### src/hw/rtl/cpu8_register_alu_execute_core_defines.svh
// Assertion macros shared by the execute core modules
`ifndef CPU8_REGISTER_ALU_EXECUTE_CORE_DEFINES_SVH
`define CPU8_REGISTER_ALU_EXECUTE_CORE_DEFINES_SVH

// Same-cycle implication, checked at each rising clk outside reset
`define CPU8_ASSERT_IMP(lbl, ante, cons, msg) \
    lbl: assert property (@(posedge clk) disable iff (!rst_n) (ante) |-> (cons)) \
        else $error(msg);

// Next-cycle implication, checked at each rising clk outside reset
`define CPU8_ASSERT_NXT(lbl, ante, cons, msg) \
    lbl: assert property (@(posedge clk) disable iff (!rst_n) (ante) |=> (cons)) \
        else $error(msg);

`endif

### src/hw/rtl/cpu8_pkg.sv
// Shared types and constants for the execute core
package cpu8_pkg;

    typedef enum logic [4:0] {
        OP_LDA = 5'd0,
        OP_LDX = 5'd1,
        OP_LDY = 5'd2,
        OP_STA = 5'd3,
        OP_STX = 5'd4,
        OP_STY = 5'd5,
        OP_TAX = 5'd6,
        OP_TAY = 5'd7,
        OP_TXA = 5'd8,
        OP_TYA = 5'd9,
        OP_TXS = 5'd10,
        OP_TSX = 5'd11,
        OP_PHA = 5'd12,
        OP_PHP = 5'd13,
        OP_PLA = 5'd14,
        OP_PLP = 5'd15,
        OP_AND = 5'd16,
        OP_EOR = 5'd17,
        OP_ORA = 5'd18,
        OP_BIT = 5'd19,
        OP_ADC = 5'd20,
        OP_SBC = 5'd21,
        OP_NOP = 5'd22
    } op_t;

    localparam logic [7:0] STACK_PAGE  = 8'h01;
    localparam logic [7:0] STATUS_INIT = 8'h24;
    localparam int unsigned FLAG_C_BIT = 0;
    localparam int unsigned FLAG_Z_BIT = 1;
    localparam int unsigned FLAG_B_BIT = 4;
    localparam int unsigned FLAG_U_BIT = 5;
    localparam int unsigned FLAG_V_BIT = 6;
    localparam int unsigned FLAG_N_BIT = 7;

    typedef struct packed {
        logic store;
        logic push;
        logic pull;
    } op_class_t;

    typedef struct packed {
        op_t         op;
        op_class_t   cls;
        logic [7:0]  operand;
        logic [15:0] address;
    } item_t;

    typedef struct packed {
        logic        write_enable;
        logic [15:0] write_address;
        logic [7:0]  write_data;
        logic [15:0] read_address;
        logic [7:0]  acc;
        logic [7:0]  index_x;
        logic [7:0]  index_y;
        logic [7:0]  stack;
        logic [7:0]  status;
    } result_t;

endpackage

### src/hw/rtl/cpu8_register_alu_execute_core.sv
// Top level of the 8-bit register and ALU execute core
// Takes one resolved instruction per beat (operation, operand byte, effective
// address) and returns one beat with any memory write, the stack read address
// and the register file after the instruction. One instruction per cycle is
// sustained while m_axis_tready stays high; a result passes the queue and the
// output register. The rate is set by the register file and ALU update in the
// execute unit. A two-entry queue between decode and execute, plus the output
// register, lets input keep flowing while a result waits on m_axis_tready.
module cpu8_register_alu_execute_core (
    input  logic         clk,
    input  logic         rst_n,
    input  logic         s_axis_tvalid,
    output logic         s_axis_tready,
    input  logic [4:0]   s_axis_tuser,   // operation
    input  logic [23:0]  s_axis_tdata,   // operand [7:0], address [23:8]
    output logic         m_axis_tvalid,
    input  logic         m_axis_tready,
    output logic         m_axis_tuser,   // write_enable
    output logic [79:0]  m_axis_tdata    // write_address, write_data, read_address,
                                         // acc_out, index_x_out, index_y_out,
                                         // stack_out, status_out
);
    import cpu8_pkg::*;

    logic     push;
    item_t    push_item;
    logic     queue_ready;
    logic     pop;
    item_t    pop_item;
    logic     pop_valid;
    result_t  result;

    cpu8_decode u_decode (
        .s_axis_tvalid (s_axis_tvalid),
        .s_axis_tready (s_axis_tready),
        .s_axis_tuser  (s_axis_tuser),
        .s_axis_tdata  (s_axis_tdata),
        .push          (push),
        .push_item     (push_item),
        .queue_ready   (queue_ready)
    );

    cpu8_queue u_queue (
        .clk       (clk),
        .rst_n     (rst_n),
        .push      (push),
        .push_item (push_item),
        .ready     (queue_ready),
        .pop       (pop),
        .pop_item  (pop_item),
        .pop_valid (pop_valid)
    );

    cpu8_execute u_execute (
        .clk        (clk),
        .rst_n      (rst_n),
        .item_valid (pop_valid),
        .item       (pop_item),
        .pop        (pop),
        .out_valid  (m_axis_tvalid),
        .out_ready  (m_axis_tready),
        .out_result (result)
    );

    assign m_axis_tuser = result.write_enable;
    assign m_axis_tdata = {result.status, result.stack, result.index_y, result.index_x,
                           result.acc, result.read_address, result.write_data,
                           result.write_address};

endmodule

### src/hw/rtl/cpu8_decode.sv
// Front end: accept instruction beats and classify them for the queue
module cpu8_decode (
    input  logic               s_axis_tvalid,
    output logic               s_axis_tready,
    input  logic [4:0]         s_axis_tuser,   // operation
    input  logic [23:0]        s_axis_tdata,   // operand [7:0], address [23:8]
    output logic               push,
    output cpu8_pkg::item_t    push_item,
    input  logic               queue_ready
);
    import cpu8_pkg::*;

    op_t op;

    always_comb
    begin
        if (s_axis_tuser inside {[5'd0:5'd22]})
        begin
            op = op_t'(s_axis_tuser);
        end
        else
        begin
            op = OP_NOP;
        end
    end

    always_comb
    begin
        push_item.op       = op;
        push_item.operand  = s_axis_tdata[7:0];
        push_item.address  = s_axis_tdata[23:8];
        push_item.cls.store = (op == OP_STA) || (op == OP_STX) || (op == OP_STY);
        push_item.cls.push  = (op == OP_PHA) || (op == OP_PHP);
        push_item.cls.pull  = (op == OP_PLA) || (op == OP_PLP);
    end

    assign s_axis_tready = queue_ready;
    assign push          = s_axis_tvalid && queue_ready;

endmodule

### src/hw/rtl/cpu8_queue.sv
// Two-entry queue between decode and execute
module cpu8_queue (
    input  logic               clk,
    input  logic               rst_n,
    input  logic               push,
    input  cpu8_pkg::item_t    push_item,
    output logic               ready,
    input  logic               pop,
    output cpu8_pkg::item_t    pop_item,
    output logic               pop_valid
);
    import cpu8_pkg::*;
    `include "cpu8_register_alu_execute_core_defines.svh"

    item_t       entry_reg [2];
    logic        wr_ptr_reg;
    logic        wr_ptr_next;
    logic        rd_ptr_reg;
    logic        rd_ptr_next;
    logic [1:0]  count_reg;
    logic [1:0]  count_next;

    always_comb
    begin
        wr_ptr_next = push ? ~wr_ptr_reg : wr_ptr_reg;
        rd_ptr_next = pop ? ~rd_ptr_reg : rd_ptr_reg;
        count_next  = count_reg;
        if (push && !pop)
        begin
            count_next = count_reg + 2'd1;
        end
        else if (!push && pop)
        begin
            count_next = count_reg - 2'd1;
        end
    end

    always_ff @(posedge clk or negedge rst_n)
    begin
        if (!rst_n)
        begin
            wr_ptr_reg <= 1'b0;
            rd_ptr_reg <= 1'b0;
            count_reg  <= 2'd0;
        end
        else
        begin
            wr_ptr_reg <= wr_ptr_next;
            rd_ptr_reg <= rd_ptr_next;
            count_reg  <= count_next;
        end
    end

    always_ff @(posedge clk)
    begin
        if (push)
        begin
            entry_reg[wr_ptr_reg] <= push_item;
        end
    end

    assign ready     = (count_reg != 2'd2);
    assign pop_valid = (count_reg != 2'd0);
    assign pop_item  = entry_reg[rd_ptr_reg];

    `CPU8_ASSERT_IMP(a_no_overflow, push, count_reg != 2'd2, "push into full queue")
    `CPU8_ASSERT_IMP(a_no_underflow, pop, count_reg != 2'd0, "pop from empty queue")
    `CPU8_ASSERT_NXT(a_count_up, push && !pop, count_reg == $past(count_reg) + 2'd1,
        "queue count did not advance on push")

endmodule

### src/hw/rtl/cpu8_execute.sv
// Back end: register file, ALU and output register
module cpu8_execute (
    input  logic               clk,
    input  logic               rst_n,
    input  logic               item_valid,
    input  cpu8_pkg::item_t    item,
    output logic               pop,
    output logic               out_valid,
    input  logic               out_ready,
    output cpu8_pkg::result_t  out_result
);
    import cpu8_pkg::*;
    `include "cpu8_register_alu_execute_core_defines.svh"

    logic [7:0] a_reg;
    logic [7:0] a_next;
    logic [7:0] x_reg;
    logic [7:0] x_next;
    logic [7:0] y_reg;
    logic [7:0] y_next;
    logic [7:0] sp_reg;
    logic [7:0] sp_next;
    logic [7:0] p_reg;
    logic [7:0] p_next;
    logic       out_valid_reg;
    logic       out_valid_next;
    result_t    res_reg;
    result_t    res_next;

    logic [7:0] sp_inc;
    logic [7:0] sp_dec;
    logic [7:0] addend;
    logic [8:0] sum;
    logic [7:0] nz_val;
    logic       nz_en;

    assign pop            = item_valid && (!out_valid_reg || out_ready);
    assign out_valid_next = pop || (out_valid_reg && !out_ready);

    assign sp_inc = sp_reg + 8'd1;
    assign sp_dec = sp_reg - 8'd1;
    assign addend = (item.op == OP_SBC) ? ~item.operand : item.operand;
    assign sum    = {1'b0, a_reg} + {1'b0, addend} + {8'd0, p_reg[FLAG_C_BIT]};

    always_comb
    begin
        a_next  = a_reg;
        x_next  = x_reg;
        y_next  = y_reg;
        sp_next = sp_reg;
        p_next  = p_reg;
        nz_val  = 8'd0;
        nz_en   = 1'b0;
        res_next.write_enable  = 1'b0;
        res_next.write_address = 16'd0;
        res_next.write_data    = 8'd0;
        res_next.read_address  = item.address;
        case (item.op)
            OP_LDA:
            begin
                a_next = item.operand;
                nz_val = item.operand;
                nz_en  = 1'b1;
            end
            OP_LDX:
            begin
                x_next = item.operand;
                nz_val = item.operand;
                nz_en  = 1'b1;
            end
            OP_LDY:
            begin
                y_next = item.operand;
                nz_val = item.operand;
                nz_en  = 1'b1;
            end
            OP_STA: res_next.write_data = a_reg;
            OP_STX: res_next.write_data = x_reg;
            OP_STY: res_next.write_data = y_reg;
            OP_TAX:
            begin
                x_next = a_reg;
                nz_val = a_reg;
                nz_en  = 1'b1;
            end
            OP_TAY:
            begin
                y_next = a_reg;
                nz_val = a_reg;
                nz_en  = 1'b1;
            end
            OP_TXA:
            begin
                a_next = x_reg;
                nz_val = x_reg;
                nz_en  = 1'b1;
            end
            OP_TYA:
            begin
                a_next = y_reg;
                nz_val = y_reg;
                nz_en  = 1'b1;
            end
            OP_TXS: sp_next = x_reg;
            OP_TSX:
            begin
                x_next = sp_reg;
                nz_val = sp_reg;
                nz_en  = 1'b1;
            end
            OP_PHA: res_next.write_data = a_reg;
            OP_PHP:
            begin
                res_next.write_data = p_reg;
                res_next.write_data[FLAG_B_BIT] = 1'b1;
                res_next.write_data[FLAG_U_BIT] = 1'b1;
            end
            OP_PLA:
            begin
                a_next = item.operand;
                nz_val = item.operand;
                nz_en  = 1'b1;
            end
            OP_PLP:
            begin
                p_next = item.operand;
                p_next[FLAG_B_BIT] = 1'b0;
            end
            OP_AND:
            begin
                a_next = a_reg & item.operand;
                nz_val = a_reg & item.operand;
                nz_en  = 1'b1;
            end
            OP_EOR:
            begin
                a_next = a_reg ^ item.operand;
                nz_val = a_reg ^ item.operand;
                nz_en  = 1'b1;
            end
            OP_ORA:
            begin
                a_next = a_reg | item.operand;
                nz_val = a_reg | item.operand;
                nz_en  = 1'b1;
            end
            OP_BIT:
            begin
                p_next[FLAG_Z_BIT] = ((a_reg & item.operand) == 8'd0);
                p_next[FLAG_N_BIT] = item.operand[7];
                p_next[FLAG_V_BIT] = item.operand[6];
            end
            OP_ADC, OP_SBC:
            begin
                a_next = sum[7:0];
                nz_val = sum[7:0];
                nz_en  = 1'b1;
                p_next[FLAG_C_BIT] = sum[8];
                p_next[FLAG_V_BIT] = (a_reg[7] ^ sum[7]) & (addend[7] ^ sum[7]);
            end
            default:
            begin
            end
        endcase

        if (item.cls.store)
        begin
            res_next.write_enable  = 1'b1;
            res_next.write_address = item.address;
        end
        if (item.cls.push)
        begin
            res_next.write_enable  = 1'b1;
            res_next.write_address = {STACK_PAGE, sp_reg};
            sp_next                = sp_dec;
        end
        if (item.cls.pull)
        begin
            sp_next               = sp_inc;
            res_next.read_address = {STACK_PAGE, sp_inc};
        end
        if (nz_en)
        begin
            p_next[FLAG_Z_BIT] = (nz_val == 8'd0);
            p_next[FLAG_N_BIT] = nz_val[7];
        end
        p_next[FLAG_U_BIT] = 1'b1;

        res_next.acc     = a_next;
        res_next.index_x = x_next;
        res_next.index_y = y_next;
        res_next.stack   = sp_next;
        res_next.status  = p_next;
    end

    always_ff @(posedge clk or negedge rst_n)
    begin
        if (!rst_n)
        begin
            a_reg         <= 8'd0;
            x_reg         <= 8'd0;
            y_reg         <= 8'd0;
            sp_reg        <= 8'd0;
            p_reg         <= STATUS_INIT;
            out_valid_reg <= 1'b0;
        end
        else
        begin
            out_valid_reg <= out_valid_next;
            if (pop)
            begin
                a_reg  <= a_next;
                x_reg  <= x_next;
                y_reg  <= y_next;
                sp_reg <= sp_next;
                p_reg  <= p_next;
            end
        end
    end

    always_ff @(posedge clk)
    begin
        if (pop)
        begin
            res_reg <= res_next;
        end
    end

    assign out_valid  = out_valid_reg;
    assign out_result = res_reg;

    `CPU8_ASSERT_IMP(a_status_u, 1'b1, p_reg[FLAG_U_BIT], "status bit 5 clear")
    `CPU8_ASSERT_IMP(a_no_overwrite, pop && out_valid_reg, out_ready,
        "result register overwritten while stalled")
    `CPU8_ASSERT_NXT(a_push_sp, pop && item.cls.push, sp_reg == $past(sp_reg) - 8'd1,
        "stack pointer did not drop on push")

endmodule
### config.mk
export PLATFORM = sky130hd
export DESIGN_NAME = cpu8_register_alu_execute_core
export DESIGN_NICKNAME = d
export VERILOG_FILES = /design/src/hw/rtl/cpu8_pkg.sv /design/src/hw/rtl/cpu8_register_alu_execute_core.sv /design/src/hw/rtl/cpu8_decode.sv /design/src/hw/rtl/cpu8_queue.sv /design/src/hw/rtl/cpu8_execute.sv
export VERILOG_INCLUDE_DIRS = /design/src /design/src/hw/rtl
export SDC_FILE = /design/constraint.sdc
export NUM_CORES = 1
export LEC_CHECK = 0
export BUFFER_PORTS_ARGS = -buffer_cell sky130_fd_sc_hd__clkbuf_2
export CAP_MARGIN = 20
export CORE_AREA = 2 2 173 107
export CTS_BUF_LIST = sky130_fd_sc_hd__clkbuf_8
export CTS_CLUSTER_DIAMETER = 30
export CTS_CLUSTER_SIZE = 14
export DETAILED_ROUTE_END_ITERATION = 10
export DIE_AREA = 0 0 175 109
export GPL_ROUTABILITY_DRIVEN = 0
export PLACE_DENSITY = 0.77
export SLEW_MARGIN = 20
export SYNTH_ARGS = -nofsm -noshare
export SYNTH_HDL_FRONTEND = slang
export SYNTH_SLANG_ARGS = --single-unit
### constraint.sdc
create_clock -name clk -period 4.87 [get_ports clk]
set_input_delay 0.487 -clock clk [delete_from_list [all_inputs] [get_ports clk]]
set_output_delay 0.487 -clock clk [all_outputs]
set_load 0.05 [all_outputs]
Word level (Yosys, flattened, before mapping)
Memories as Yosys holds them, arrays and structs flattened.
Index checks and enable logic that the tools add are counted.
{"block": "totals", "reg_bits": 124, "ram_bits": 64, "wordCells": 123, "memories": 1}
{"block": "classes", "addsub": 6, "n_lt_le_gt_ge": 2, "eq_ne": 29, "n_mux": 25, "n_bitwise": 10, "reduce_logical": 29}
{"name": "u_queue.entry_reg", "words": 2, "word_bits": 32, "read_ports": 1, "rd_clocked_by_memory_dff": 0, "wr": 1, "line_no": "cpu8_queue.sv:15", "text": "item_t entry_reg [2];"}
{"op": "one-hot mux 8 bit (9 select lines)", "n": 1}
{"op": "== test 5 x 4 -> 1 bit (second input constant)", "n": 12}
{"op": "one-hot mux 8 bit (7 select lines)", "n": 1}
{"op": "2-to-1 mux 8 bit", "n": 6}
{"op": "one-hot mux 8 bit (4 select lines)", "n": 1}
{"op": "== test 5 x 3 -> 1 bit (second input constant)", "n": 6}
{"op": "== test 5 bit (second input constant)", "n": 6}
{"op": "one-hot mux 8 bit (3 select lines)", "n": 1}
{"op": "2-to-1 mux 17 bit", "n": 1}
{"op": "logical NOT 8 bit", "n": 2}
{"op": "one-hot mux 8 bit (2 select lines)", "n": 1}
{"op": "== test 5 x 2 -> 1 bit (second input constant)", "n": 3}
{"op": "OR reduction 14 bit", "n": 1}
{"op": "OR reduction 2 bit", "n": 6}
{"op": "adder 8 x 8 -> 9 bit", "n": 1}
{"op": "adder 9 x 1 -> 9 bit", "n": 1}
{"op": "adder 8 x 1 -> 8 bit (second input constant)", "n": 1}
{"op": "AND 8 bit", "n": 1}
{"op": "inverter 8 bit", "n": 1}
{"op": "OR 8 bit", "n": 1}
{"op": "subtractor 8 x 1 -> 8 bit (second input constant)", "n": 1}
{"op": "XOR 8 bit", "n": 1}
{"op": "logical AND 1 bit", "n": 6}
{"op": "logical OR 1 bit", "n": 6}
{"op": "18 further kinds", "n": 33}

Depth between registers and ports, before layout
Gate-level depths: netlist (run 1).
An unclocked memory read counts as a cell.
{"block": "logic_depth", "depth_word": 8, "mapped_depth": 17, "ltp_nobuf": 13}

By module
Synthesis (run 1) repeated with hierarchy kept, for this count alone.
{"block": "unflattened", "cells_unflattened": 785, "hier_area_um2": 9724.3}
{"mod": "cpu8_execute", "n_inst": 1, "cells_per_inst": 632, "area_each_um2": 6792.8, "seq_area_each_um2": 3404.5}
{"mod": "cpu8_queue", "n_inst": 1, "cells_per_inst": 116, "area_each_um2": 2651.3, "seq_area_each_um2": 2021.9}
{"mod": "cpu8_decode", "n_inst": 1, "cells_per_inst": 37, "area_each_um2": 280.3, "seq_area_each_um2": 0.0}

Worst setup path after synthesis (run 1)
No wires, ideal clock.
{"block": "synth_timing", "path_kind": "register -> register", "from": "reg u_execute.out_valid_reg (netlist: u_execute.out_valid)", "to": "reg u_execute.res_reg (netlist bit u_execute.out_result[0]) (enable)", "arrival_ns": 4.002, "required_ns": 4.395, "setup_slack_ns": 0.393, "path_stages_with_launch": 7, "path_buffers": 3, "path_cell_list": "dfrtp_1 > nand2b_1 > o21ai_1 > inv_1 > clkbuf_1 > clkbuf_1 > clkbuf_1"}
{"block": "synth_via", "elab_chain_len": 3}
{"element": "start, declared", "line_no": "cpu8_execute.sv:25", "text": "logic out_valid_reg;"}
{"element": "start signal, assigned", "line_no": "cpu8_execute.sv:209", "text": "out_valid_reg <= out_valid_next;"}
{"element": "logical NOT 1 bit", "line_no": "cpu8_execute.sv:37", "text": "assign pop = item_valid && (!out_valid_reg || out_ready);"}
{"element": "logical OR 1 bit", "line_no": "cpu8_execute.sv:37"}
{"element": "logical AND 1 bit", "line_no": "cpu8_execute.sv:37"}
{"element": "net pop", "line_no": "cpu8_register_alu_execute_core.sv:28", "text": "logic pop;"}
{"element": "end signal, assigned", "line_no": "cpu8_execute.sv:225", "text": "res_reg <= res_next;"}
{"element": "end, declared", "line_no": "cpu8_execute.sv:27", "text": "result_t res_reg;"}
The timed path passes the listed nets, and every way through them passes these cells.
A chain may end at the register's enable or synchronous reset.

Worst setup path after layout (run 1)
{"block": "layout_timing", "from": "mem u_queue.entry_reg[0][30] in the netlist's numbering", "to": "reg u_execute.p_reg[1]"}
{"block": "layout_via", "elab_chain_len": 8, "word_cells_on_any_way": 29, "cone_classes": "add/sub: 2; eq/ne: 15; mux: 5; reduce/logical: 6; memory: 1"}
{"element": "start, declared", "line_no": "cpu8_queue.sv:15"}
{"element": "memory read (2 x 32 bit) (*)"}
{"element": "== test 5 bit", "line_no": "cpu8_execute.sv:42, cpu8_execute.sv:58"}
{"element": "2-to-1 mux 8 bit", "line_no": "cpu8_execute.sv:42", "text": "assign addend = (item.op == OP_SBC) ? ~item.operand : item.operand;"}
{"element": "adder 8 x 8 -> 9 bit", "line_no": "cpu8_execute.sv:43", "text": "assign sum = {1'b0, a_reg} + {1'b0, addend} + {8'd0, p_reg[FLAG_C_BIT]};"}
{"element": "adder 9 x 1 -> 9 bit", "line_no": "cpu8_execute.sv:43"}
{"element": "one-hot mux 8 bit (9 select lines)", "line_no": "cpu8_execute.sv:58", "text": "case (item.op)"}
{"element": "logical NOT 8 bit", "line_no": "cpu8_execute.sv:184", "text": "p_next[FLAG_Z_BIT] = (nz_val == 8'd0);"}
{"element": "2-to-1 mux 1 bit (*)", "line_no": "cpu8_execute.sv:182", "text": "if (nz_en)"}
{"element": "end signal, assigned", "line_no": "cpu8_execute.sv:216", "text": "p_reg <= p_next;"}
{"element": "end, declared", "line_no": "cpu8_execute.sv:23", "text": "logic [7:0] p_reg;"}
Mark *: on every way between the ends. The rest lies on a longest branch, timed or not.

==> results.md, run 1 <==
- The pre-CTS setup slack is 0.814 ns.
- For the worst setup path, the data required time is 5.26 ns.
- After synthesis, the netlist uses 76 different library cells.
- The register area is 5430 um^2.
- The worst path uses 85.2% of the clock period.
- The aggregate global-route resource usage is 26.7%.
- The repair_antennas step left the layout with diodes totalling 0.
- The core outline area is 17,600 um^2.
- The floorplan has 38 rows.
- The remaining antenna violation count is 0.
- The number of failing hold endpoints at the final stage is 0.
- The type of the tightest min-delay check is in -> async.
- Yosys instantiated no cell more often than sky130_fd_sc_hd__edfxtp_1.
- Among all flip-flop cells after synthesis, the most frequent one is sky130_fd_sc_hd__edfxtp_1.
- The fraction of final layout cells sized beyond drive strength 1 is 24.0%.
- After synthesis, the most frequently instantiated cells are sky130_fd_sc_hd__edfxtp_1, sky130_fd_sc_hd__nand2_1, sky130_fd_sc_hd__nor2_1, sky130_fd_sc_hd__dfrtp_1, sky130_fd_sc_hd__o21ai_0.
- The sequential element share of the synthesized area is 57.3%.
- The post-synthesis cell count is 797.
- Measured along the x axis, the die boundary spans 175 um.
- The CTS tree is yes.
- The total overflow reported by the global router is 0.
- The final net count is 963.
- The flip-flop count of the largest register, all copies and words added is 80.
- In the final timing run, aggregate negative setup slack is 0 ns.
- The flip-flop and latch count after synthesis is 188.
- Setup repair after global routing left no endpoint under its margin.
- The floorplan die height is 109 um.
- The clock period could shrink to 4.15 ns.
- The first global-routing pass estimated 38,200 um of wire.
- In this run, post-CTS hold repair placed 0 buffers.
- The final routed DRC violation total is 0.
- The category of the critical setup timing path is reg -> reg.
- After detailed routing, the number of vias per cell comes to 6.21.
- In the post-synthesis netlist, the biggest area contributors are sky130_fd_sc_hd__edfxtp_1, sky130_fd_sc_hd__dfrtp_1, sky130_fd_sc_hd__mux2_2.
- The normalized max-slew margin is 25.3%.
- The number of global-route vias before repair is 6,601.
- The area growth from synthesis to layout is 12.7%.
- The H-tree depth reported by CTS is 4.
- The number of max-cap violations is 0.
- The clock sink count is 188.
- The number of antenna violations at the first check in global routing came to 0.
- The upper clock frequency limit is 241 MHz.
- During I/O placement, the number of pins put on the boundary was 116.
- The data arrival time of the critical path is 4.54 ns.
- The starting utilization of the core area is 53.7%.
- Wires add up to 24,800 um.
- In this run the mean area of a mapped cell was 11.9 um^2.
- The kind of launch point of the worst setup path is a flip-flop.
- The run finished with clean final reports.
- The post-cts resize count is 0.
- The setup-violating endpoint count in the final report is 0.
- Once routing completed, OpenROAD measured the worst setup slack at 0.720 ns.
- The netlist area before placement is 9470 um^2.
- The clock reaches the later pin of the worst-skew pair after 0.48 ns.
- After clock tree synthesis, the setup repair step added 0 buffers.
- The detailed-router iteration count before antenna repair is 7.
- The number of nets handed over by synthesis was 858.
- On the final layout, the worst clock skew is 0.0200 ns.
- The number of buffers added by the clock tree synthesis step is 17.
- The multi-input combinational cells in the finished layout cover a total of 3750 um^2.
- Port buffering added 114 buffers.
- The clock passes through at most 2 buffers.
- In this run the worst path has a maximum fanout of 9.
- Counting flops with a built-in enable in the synthesized netlist gives 144.
- The detailed router placed 7,177 vias in this run.
- The number of violations reported at the end of detailed-routing iteration 0 is 1,079.
- The overall die area is 19,100 um^2.
- For this run, the number of Yosys warnings is 0.
- The kind of end point of the critical path is a flip-flop.
- The top cell type by total area after synthesis is sky130_fd_sc_hd__edfxtp_1.
- The cell sitting at the root of the clock tree is a sky130_fd_sc_hd__clkbuf_8.
- The largest net degree at the start of global routing is 84.
- Summed over its instances, the top area cell type makes up 45.7% of the synthesized netlist area.
- The final max-slew violation count came to 0.
- The clock-pin slew on the worst setup and hold paths is 0.11 ns.
- The pin slew with the least headroom to its limit is 1.10 ns.
- After legalization and detailed placement, the total HPWL measured 17,300 um.
- After synthesis, the share of flip-flops with an asynchronous set or reset is 23.4%.
- The layout has 1,455 filler cells.
- The average routed wire per standard cell is 21.4 um.
- For this run, the share of the core covered by cells in the final layout is 60.5%.
[per-layer routing]
| layer | up-vias | track usage, % | wire (um) | part of all wire, % |
|---|---|---|---|---|
| met5 | - | 0 | 0 | 0 |
| met4 | 0 | 6.90 | 420 | 1.7 |
| met3 | 53 | 9.59 | 3480 | 14 |
| met2 | 487 | 35.0 | 9700 | 39 |
| met1 | 3415 | 41.4 | 11200 | 45 |
| li1 | 3222 | - | - | - |
[cells in the final DEF (no fill, tap or decap), types with 8 or more instances in the layout]
cell type                  Yosys  layout
sky130_fd_sc_hd__o21ai_0      43      43
sky130_fd_sc_hd__nor2_1       62      61
sky130_fd_sc_hd__a222oi_1     10      10
sky130_fd_sc_hd__clkbuf_2      0     114
sky130_fd_sc_hd__nor2b_1       9       9
sky130_fd_sc_hd__xor2_1        8       8
sky130_fd_sc_hd__a21oi_1      23      23
sky130_fd_sc_hd__a221oi_1      8       8
sky130_fd_sc_hd__inv_1        26      26
sky130_fd_sc_hd__xnor2_1      16      16
sky130_fd_sc_hd__nor3_1       11      11
sky130_fd_sc_hd__mux2_2       30      30
sky130_fd_sc_hd__dfrtp_1      43      42
sky130_fd_sc_hd__nand3_1       8       8
sky130_fd_sc_hd__o211ai_1     13      13
sky130_fd_sc_hd__a221o_1      16      16
sky130_fd_sc_hd__nand2_1      87      87
sky130_fd_sc_hd__clkbuf_8      0      17
sky130_fd_sc_hd__buf_4         1      17
sky130_fd_sc_hd__mux2i_1      24      23
sky130_fd_sc_hd__ha_1         26      26
sky130_fd_sc_hd__edfxtp_1    144     144
sky130_fd_sc_hd__a31oi_1       8       8
[cell type report]
type | count | share of cell area, %
Multi-Input combinational cell | 536 | 35.1
Timing Repair Buffer | 131 | 6.54
Sequential cell | 188 | 50.9
Clock buffer | 17 | 2.19
Clock inverter | 15 | 1.47
Inverter | 28 | 1.01
Tap cell | 240 | 2.81
[cell families after synthesis]
family | synth area share, %
other | 0.0396
muxes | 6.92
and+or+nand+nor | 12.1
DFF | 57.3
buffers and inverters | 3.24
xor gates and xnor gates | 2.22
adders and majority gates | 3.86
AOI/OAI and AO/OA | 14.3
[critical path, cell delays in order, from the launching register on]
cell and delay [ns]:
sky130_fd_sc_hd__edfxtp_1 0.51, sky130_fd_sc_hd__or3b_2 0.53, sky130_fd_sc_hd__a22o_1 0.27, sky130_fd_sc_hd__nor2_2 0.14, sky130_fd_sc_hd__xnor2_1 0.10, sky130_fd_sc_hd__fa_1 0.40
sky130_fd_sc_hd__fa_1 0.43, sky130_fd_sc_hd__nor2b_1 0.19, sky130_fd_sc_hd__o221ai_1 0.20, sky130_fd_sc_hd__a21oi_1 0.26, sky130_fd_sc_hd__xnor2_1 0.14, sky130_fd_sc_hd__o211ai_1 0.11
sky130_fd_sc_hd__or4_4 0.58, sky130_fd_sc_hd__o31ai_2 0.19
[worst paths after layout]
check	from	endpoint	slack [ns]	cells after the start
worst max-delay path	u_queue.entry_reg[0][30]	u_execute.p_reg[1]	0.72	13
worst min-delay path	rst_n	u_queue.count_reg[0]	0.09	2
worst max register to register	u_queue.entry_reg[0][30]	u_execute.p_reg[1]	0.72	13
worst min register to register	u_execute.p_reg[4]	u_execute.p_reg[4]	0.49	1
max in group asynchronous	rst_n	u_execute.x_reg[1]	4.30	2
min in group clk	s_axis_tdata[18]	u_queue.entry_reg[0][10]	0.18	1
[through the flow]
stage	hold WS, ns	cells	area (um^2)
after floorplan	0.191	797	9470
after global placement	0.461	1123	10300
after detailed placement	0.465	1123	10300
after CTS	0.120	1155	10700
after global routing	0.163	1155	10700
final	0.0881	1155	10700
Power of run 1 is left out: the tool's default activity adds up to more than one toggle a clock period on the data nets, which glitch-free logic cannot reach.
==> run 2, diff against run 1 <==
--- a/config.mk
+++ b/config.mk
@@ -9,7 +9,7 @@
 export BUFFER_PORTS_ARGS = -buffer_cell sky130_fd_sc_hd__clkbuf_2
 export CAP_MARGIN = 20
 export CORE_AREA = 2 2 173 107
-export CTS_BUF_LIST = sky130_fd_sc_hd__clkbuf_8
+export CTS_BUF_LIST = sky130_fd_sc_hd__clkbuf_4
 export CTS_CLUSTER_DIAMETER = 30
 export CTS_CLUSTER_SIZE = 14
 export DETAILED_ROUTE_END_ITERATION = 10
==> run 2 against run 1 <==
Net effect:
- flip-flop and latch count unchanged
- utilization decreased by 0.52 points
- hold slack got worse by 0.033 ns
- critical endpoint unchanged
- non-clock buffer count increased by 1
- die area unchanged
==> results.md, run 2 (synthesized netlist as in run 1, its figures left out) <==
- The flow ran to the end, and the final reports show no timing, DRC or antenna violations.
- In this run the count of I/O pins placed on the die edge is 116.
- From synthesis to final layout, the design area changed by 11.7%.
- The data arrival time of the critical path is 4.67 ns.
- The core outline area is 17,600 um^2.
- Along the worst hold path, the cell count comes to 1.
- The most common library cell in the layout ignoring fill and taps is sky130_fd_sc_hd__edfxtp_1.
- In the detailed route, the total length drawn on met3 is 3470 um.
- The post-route clock period utilization is 85.1%.
- The number of global-route vias before repair is 6,568.
- Setup repair after global routing left no endpoint under its margin.
- The CTS tree is yes.
- The first routing iteration left 1,066 violations.
- The minimum clock period after layout is 4.14 ns.
- The data required time at the worst endpoint is 5.39 ns.
- Setup violations remaining at the end of the flow were counted as 0.
- The number of failing hold endpoints at the final stage is 0.
- The clock sink count is 188.
- The flip-flop count of the largest register, all copies and words added is 80.
- CTS placed an instance of sky130_fd_sc_hd__clkbuf_4 at the clock tree root.
- Wires add up to 24,700 um.
- The total met2 wirelength after detailed routing is 9650 um.
- In this run the remaining antenna-violating nets after routing total 0.
- In this run the top signal layer used is met4.
- The floorplan has 38 rows.
- The hold-fix buffer count after cts is 1.
- The fraction of final layout cells sized beyond drive strength 1 is 24.1%.
- The repair_antennas step left the layout with diodes totalling 0.
- For this configuration, the core starts out at a cell density of 53.7%.
- The critical path crosses 13 cells after its start point.
- The worst register-to-register path has a depth of 13.
- The number of setup buffers added after CTS is 0.
- The die width is 175 um.
- The H-tree depth reported by CTS is 4.
- Global routing used 26.7% of the available tracks.
- Entering global routing, the biggest net connects 84 pins.
- The clock insertion delay at the later pin of the skew report is 0.60 ns.
- The count of buffering cells on the critical path with inverters included is 0.
- The tool flagged a number of max-cap violations equal to 0.
- The signal on the critical path passes through or3b_2 -> a22o_1 -> nor2_2 -> xnor2_1 -> fa_1 -> fa_1 -> nor2b_1 -> o221ai_1 -> a21oi_1 -> xnor2_1 -> o211ai_1 -> or4_4 -> o31ai_2.
- The met1 layer wirelength in the final routing is 11,200 um.
- The number of buffers added by the clock tree synthesis step is 17.
- The kind of launch point of the worst setup path is a flip-flop.
- The number of antenna violations at the first check in global routing is 0.
- The final routed DRC violation total is 0.
- The cell family with the largest share of critical-path delay is simple AND/OR/NAND/NOR gates.
- The number of buffers between clock root and the deepest sink is 2.
- The floorplan die height is 109 um.
- The category of the critical setup timing path is reg -> reg.
- The clock-pin slew on the worst setup and hold paths is 0.19 ns.
- The global-route wire length before repair is 38,200 um.
- The aggregate negative setup slack is 0 ns.
- STA classifies the critical path endpoint as a flip-flop.
- The longest individual stage delay on the worst path is 0.58 ns.
- The final net count is 964.
- Of all nets on the critical path, the largest fanout is 9.
- The total overflow reported by the global router is 0.
- The library cells used most frequently in the layout, excluding fill and tap cells, are sky130_fd_sc_hd__edfxtp_1, sky130_fd_sc_hd__clkbuf_2, sky130_fd_sc_hd__nand2_1.
- The floorplan step defined a die boundary enclosing 19,100 um^2.
- The detail-routed via count per cell is 6.21.
- The pin slew with the least headroom to its limit is 1.06 ns.
- The final max-slew violation count is 0.
- The detailed-router iteration count before antenna repair is 8.
- The total half-perimeter wirelength after legalization and detailed placement is 17,300 um.
- The clock skew is 0.0279 ns.
- Static timing analysis puts the maximum clock frequency at 241 MHz.
- The post-cts resize count is 0.
- The count of input and output buffers is 114.
- The min-delay analysis places its worst path in the category in -> reg.
- On the critical path, the stage with the largest delay is an instance of sky130_fd_sc_hd__or4_4.
- Dividing the detail-routed wire length by the instance count gives 21.4 um.
- The routed layout has 7,184 vias.
- The normalized max-slew margin is 28.2%.
==> run 2: path summary, 6_finish.rpt <==
| kind | start | endpoint | slack, ns |
|---|---|---|---|
| worst max-delay path | u_queue.entry_reg[0][30] | u_execute.p_reg[1] | 0.73 |
| worst min-delay path | s_axis_tdata[18] | u_queue.entry_reg[0][10] | 0.05 |
| max in group asynchronous | rst_n | u_execute.x_reg[1] | 3.89 |
| worst min register to register | u_execute.p_reg[4] | u_execute.p_reg[4] | 0.50 |
| worst max register to register | u_queue.entry_reg[0][30] | u_execute.p_reg[1] | 0.73 |
| min in group asynchronous | rst_n | u_queue.count_reg[0] | 0.50 |
==> run 2: stage by stage <==
step / utilization, % / hold WS [ns] / cell area, um^2 / setup slack (ns) / instances
floorplan: - / 0.191 / 9470 / 0.393 / 797
global placement: 58.3 / 0.461 / 10300 / 0.916 / 1123
detailed placement: 58.3 / 0.465 / 10300 / 0.814 / 1123
CTS: 60.0 / 0.0263 / 10600 / 0.781 / 1156
global route: 60.0 / 0.0208 / 10600 / 0.496 / 1156
finish: 60.0 / 0.0547 / 10600 / 0.725 / 1156
==> run 2: area by class of cell <==
type                    instances  area (um^2)
fillers                      1481         7060
flip-flops and latches        188         5430
multi-input cells             536         3750
repair buffers                132          708
well taps                     240          300
clock inverters                14          153
clock buffers                  18          135
inverters                      28          108
==> run 2: routing by layer <==
| metal | global-route usage (%) | vias up |
|---|---|---|
| met5 | 0 | - |
| met4 | 6.31 | 0 |
| met3 | 9.69 | 52 |
| met2 | 34.9 | 485 |
| met1 | 41.4 | 3426 |
| li1 | - | 3221 |
==> run 2: worst register-to-register path: cells and delay by family (launching register included) <==
kind                       cells  cell delay, ns
AOI/OAI and AO/OA              5            1.04
xor gates and xnor gates       2            0.24
adders and majority gates      2            0.82
DFF                            1            0.53
and+or+nand+nor                4            1.45
Power of run 2 is left out for the same reason.
==> run 3, diff against run 2 <==
--- a/config.mk
+++ b/config.mk
@@ -8,15 +8,16 @@
 export LEC_CHECK = 0
 export BUFFER_PORTS_ARGS = -buffer_cell sky130_fd_sc_hd__clkbuf_2
 export CAP_MARGIN = 20
-export CORE_AREA = 2 2 173 107
+export CORE_AREA = 2 2 175 108
 export CTS_BUF_LIST = sky130_fd_sc_hd__clkbuf_4
 export CTS_CLUSTER_DIAMETER = 30
 export CTS_CLUSTER_SIZE = 14
 export DETAILED_ROUTE_END_ITERATION = 10
-export DIE_AREA = 0 0 175 109
+export DIE_AREA = 0 0 177 110
 export GPL_ROUTABILITY_DRIVEN = 0
 export PLACE_DENSITY = 0.77
 export SLEW_MARGIN = 20
 export SYNTH_ARGS = -nofsm -noshare
 export SYNTH_HDL_FRONTEND = slang
+export SYNTH_HIERARCHICAL = 1
 export SYNTH_SLANG_ARGS = --single-unit
==> run 3 against run 2 <==
Net effect:
- die area rose by 2.1%
- design area decreased by 0.29%
- via count shrank 5.3%
- hold slack better by 0.045 ns
- worst setup slack lost 0.075 ns
- the run now ends with DRC left
- clock skew up 0.0021 ns
- first-iteration DRC count decreased by 4.9%
- clock-buffer cell count is the same
- critical path depth increased by 1
- highest routed layer unchanged
- non-clock buffer count decreased by 8
- register-to-register slack got worse by 0.07 ns
- critical path type unchanged
- flip-flop and latch count did not move
==> results.md, run 3 <==
- The antenna diode instance count is 0.
- The count of flip-flops with a built-in enable after synthesis is 144.
- For this block, the initial DRC count from the detailed router was 1,014.
- The die width is 177 um.
- Leaving out fill and tap cells, the most frequent cell in the layout is sky130_fd_sc_hd__edfxtp_1.
- The number of cells after detailed placement is 1,080.
- The synthesized design contains 188 register bits.
- In the synthesized netlist the async set-or-reset flop fraction comes to 23.4%.
- The post-route clock period utilization is 86.6%.
- CTS saw 188 sinks.
- The run finished, with violations left.
- The detail-routed via count per cell is 6.11.
- The finished cells cover 10,500 um^2.
- Setup repair after global routing left no endpoint under its margin.
- The die covers 19,500 um^2.
- Clock-pin slew was measured on the worst setup and hold paths at 0.17 ns.
- Summing over every cut layer, the via total after detailed routing is 6,802.
- The largest net degree at the start of global routing is 78.
- The data arrival time of the critical path is 4.71 ns.
- The routed wire length is 23,200 um.
- The average routed wire per standard cell is 20.8 um.
- The detail route stage leaves a number of antenna-violating nets equal to 0.
- The final net count is 921.
- The core outline area is 17,800 um^2.
- The longest individual stage delay on the worst path is 0.52 ns.
- The commonest cells after synthesis are sky130_fd_sc_hd__edfxtp_1, sky130_fd_sc_hd__nand2_1, sky130_fd_sc_hd__dfrtp_1, sky130_fd_sc_hd__nor2_1.
- The count of buffering cells on the critical path with inverters included is 1.
- The critical path is of the reg -> reg type.
- Input and output buffers added on the ports amount to 114.
- Walking the worst path, the cells encountered are mux2_4 -> nor4bb_1 -> nand2_1 -> buf_4 -> xnor2_1 -> fa_1 -> fa_1 -> nand2b_1 -> a21oi_1 -> xnor2_1 -> o211ai_1 -> nor3_1 -> nand3_1 -> o31ai_2.
- Derived from the worst setup path, the maximum achievable clock frequency is 237 MHz.
- The slowest library cell on the worst path is sky130_fd_sc_hd__dfrtp_2.
- The data required time at the worst endpoint is 5.36 ns.
- In the post-synthesis netlist, the biggest area contributors are sky130_fd_sc_hd__edfxtp_1, sky130_fd_sc_hd__dfrtp_1, sky130_fd_sc_hd__mux2_4.
- The clock insertion delay at the later pin of the skew report is 0.56 ns.
- Averaged over all synthesized cells, the footprint is 12.4 um^2.
- Leaving out filler cells and counting taps, the final layout contains 1,113.
- The clock passes through at most 2 buffers.
- The final max-slew violation count was 0.
- The initialized floorplan defines 38 standard-cell rows.
- The path class of the tightest hold or removal check is in -> reg.
- The checks that failed: DRC.
- The number of failing hold endpoints at the final stage is 0.
- The flip-flop count of the largest register, all copies and words added is 80.
- The number of antenna violations at the first check in global routing is 0.
- The count of synthesis-stage warnings from yosys is 6.
- In the routed design, unresolved DRC markers number 1.
- Sequential cells were found to cover 55.8% of the synthesized design area.
- The critical-path maximum fanout is 34.
- The worst setup path is captured at a flip-flop.
- The root buffer cell chosen for the clock tree is sky130_fd_sc_hd__clkbuf_4.
- STA classifies the critical path startpoint as a flip-flop.
- Of the cells placed in the final design, the portion with a size suffix greater than 1 is 26.9%.
- The top cell type's share of synthesized area is 44.5%.
- The cell family with the largest share of critical-path delay is simple AND/OR/NAND/NOR gates.
- The setup-violating endpoint count in the final report is 0.
- The pre-antenna-repair detailed-routing pass consisted of 11 iterations.
- The first global-routing pass estimated 35,600 um of wire.
- The biggest area contributor in the post-synthesis netlist is sky130_fd_sc_hd__edfxtp_1.
- The floorplan die height is 110 um.
- The total cell area at the placement stage is 10,200 um^2.
- After synthesis the cells add up to 9720 um^2.
- In the layout the commonest cells are sky130_fd_sc_hd__edfxtp_1, sky130_fd_sc_hd__clkbuf_2, sky130_fd_sc_hd__nand2_1.
- After routing, the total negative slack on setup checks comes to 0 ns.
- The post-cts resize count is 0.
- The total I/O pin count is 116.
- The number of nets in the synthesized netlist is 846.
- The wire-length estimate of the detail-placed layout is 16,600 um.
- The most frequently used cell type in the post-synthesis netlist is sky130_fd_sc_hd__edfxtp_1.
- The pin slew with the least headroom to its limit is 1.05 ns.
- Global routing finished with a remaining overflow of 0.
- The minimum clock period after layout is 4.22 ns.
- The layout overhead on the synthesized area is 8.45%.
- The H-tree depth reported by CTS is 4.
- Buffers inserted during clock tree synthesis total 17.
- The number of global-route vias before repair is 6,232.
- For this run, the leading register cell type out of synthesis is sky130_fd_sc_hd__edfxtp_1.
- The post-synthesis cell count is 785.
- The number of different library cells used by synthesis comes to 75.
- The clock skew is 0.0300 ns.
- The tool flagged a number of max-cap violations equal to 0.
- The normalized max-slew margin is 29.3%.
- The starting utilization of the core area is 54.5%.
- TritonCTS built the clock tree.
- The aggregate global-route resource usage is 24.5%.
[run 3: cell count changes in the layout (fill, tap and decap cells not counted), moves of 10 or more]
cell / before / now
sky130_fd_sc_hd__a21oi_1: 23 / 33
sky130_fd_sc_hd__mux2_4: 0 / 29
sky130_fd_sc_hd__mux2i_1: 23 / 9
sky130_fd_sc_hd__nand2_1: 87 / 63
sky130_fd_sc_hd__nand2b_1: 5 / 20
sky130_fd_sc_hd__nor2_1: 61 / 40
sky130_fd_sc_hd__o21ai_0: 43 / 20
[run 3: path summary, 6_finish.rpt]
path | start | endpoint | slack (ns) | cells after the start
setup / recovery | u_queue/rd_ptr_reg | u_execute/p_reg[1] | 0.65 | 14
max in group asynchronous | rst_n | u_queue/rd_ptr_reg | 3.84 | 3
hold reg to reg | u_execute/p_reg[2] | u_execute/p_reg[2] | 0.50 | 2
min in group asynchronous | rst_n | u_execute/sp_reg[3] | 0.55 | 3
setup reg to reg | u_queue/rd_ptr_reg | u_execute/p_reg[1] | 0.65 | 14
hold / removal | s_axis_tdata[17] | u_queue/entry_reg[0][9] | 0.1 | 1
[run 3: kinds of logic (layout without fill, tap and decap cells)]
group | after synthesis | after routing | synth area share, %
other cells | 1 | 1 | 0.0386
fa+ha+maj | 28 | 28 | 3.76
buf+inv | 98 | 186 | 5.61
xor+xnor | 26 | 26 | 2.34
simple gates | 219 | 219 | 11.7
flops | 188 | 188 | 55.8
compound gates | 154 | 154 | 11.6
mux | 71 | 71 | 9.23
[run 3: repair_timing]
item	4_1_cts	5_1_grt
hold buffers	0	1
hold endpoints to repair	0	5
setup buffers	0	0
[run 3: area by class of cell]
class                           instances  area, um^2
Timing Repair Buffer                  124         648
Sequential cell                       188        5430
Inverter                               30         115
Clock inverter                         14         153
Multi-Input combinational cell        499        3770
Tap cell                              240         300
Clock buffer                           18         135
Fill cell                            1462        7280
[run 3: per-stage QoR]
stage                     utilization [%]  setup slack (ns)  hold slack [ns]
after floorplan                         -             0.537            0.191
after global placement               57.4             0.798            0.463
after detailed placement             57.4             0.777            0.465
after CTS                            59.1             0.764          0.00769
after global routing                 59.2             0.402           0.0320
final                                59.2             0.651           0.0997
[run 3: worst register-to-register path: cells and delay by family (launching register included)]
family          cells  cell delay [ns]
xor+xnor            2             0.30
compound gates      3             0.52
simple gates        5             1.34
flops               1             0.52
buf+inv             1             0.21
fa+ha+maj           2             0.82
mux                 1             0.47
[run 3: per-layer routing]
metal / global-route usage (%) / vias up / wire, um
li1: - / 3047 / -
met3: 9.16 / 50 / 2940
met4: 5.49 / 0 / 383
met1: 37.6 / 3293 / 10800
met5: 0 / - / 0
met2: 32.6 / 412 / 9060
Power of run 3 is left out for the same reason.
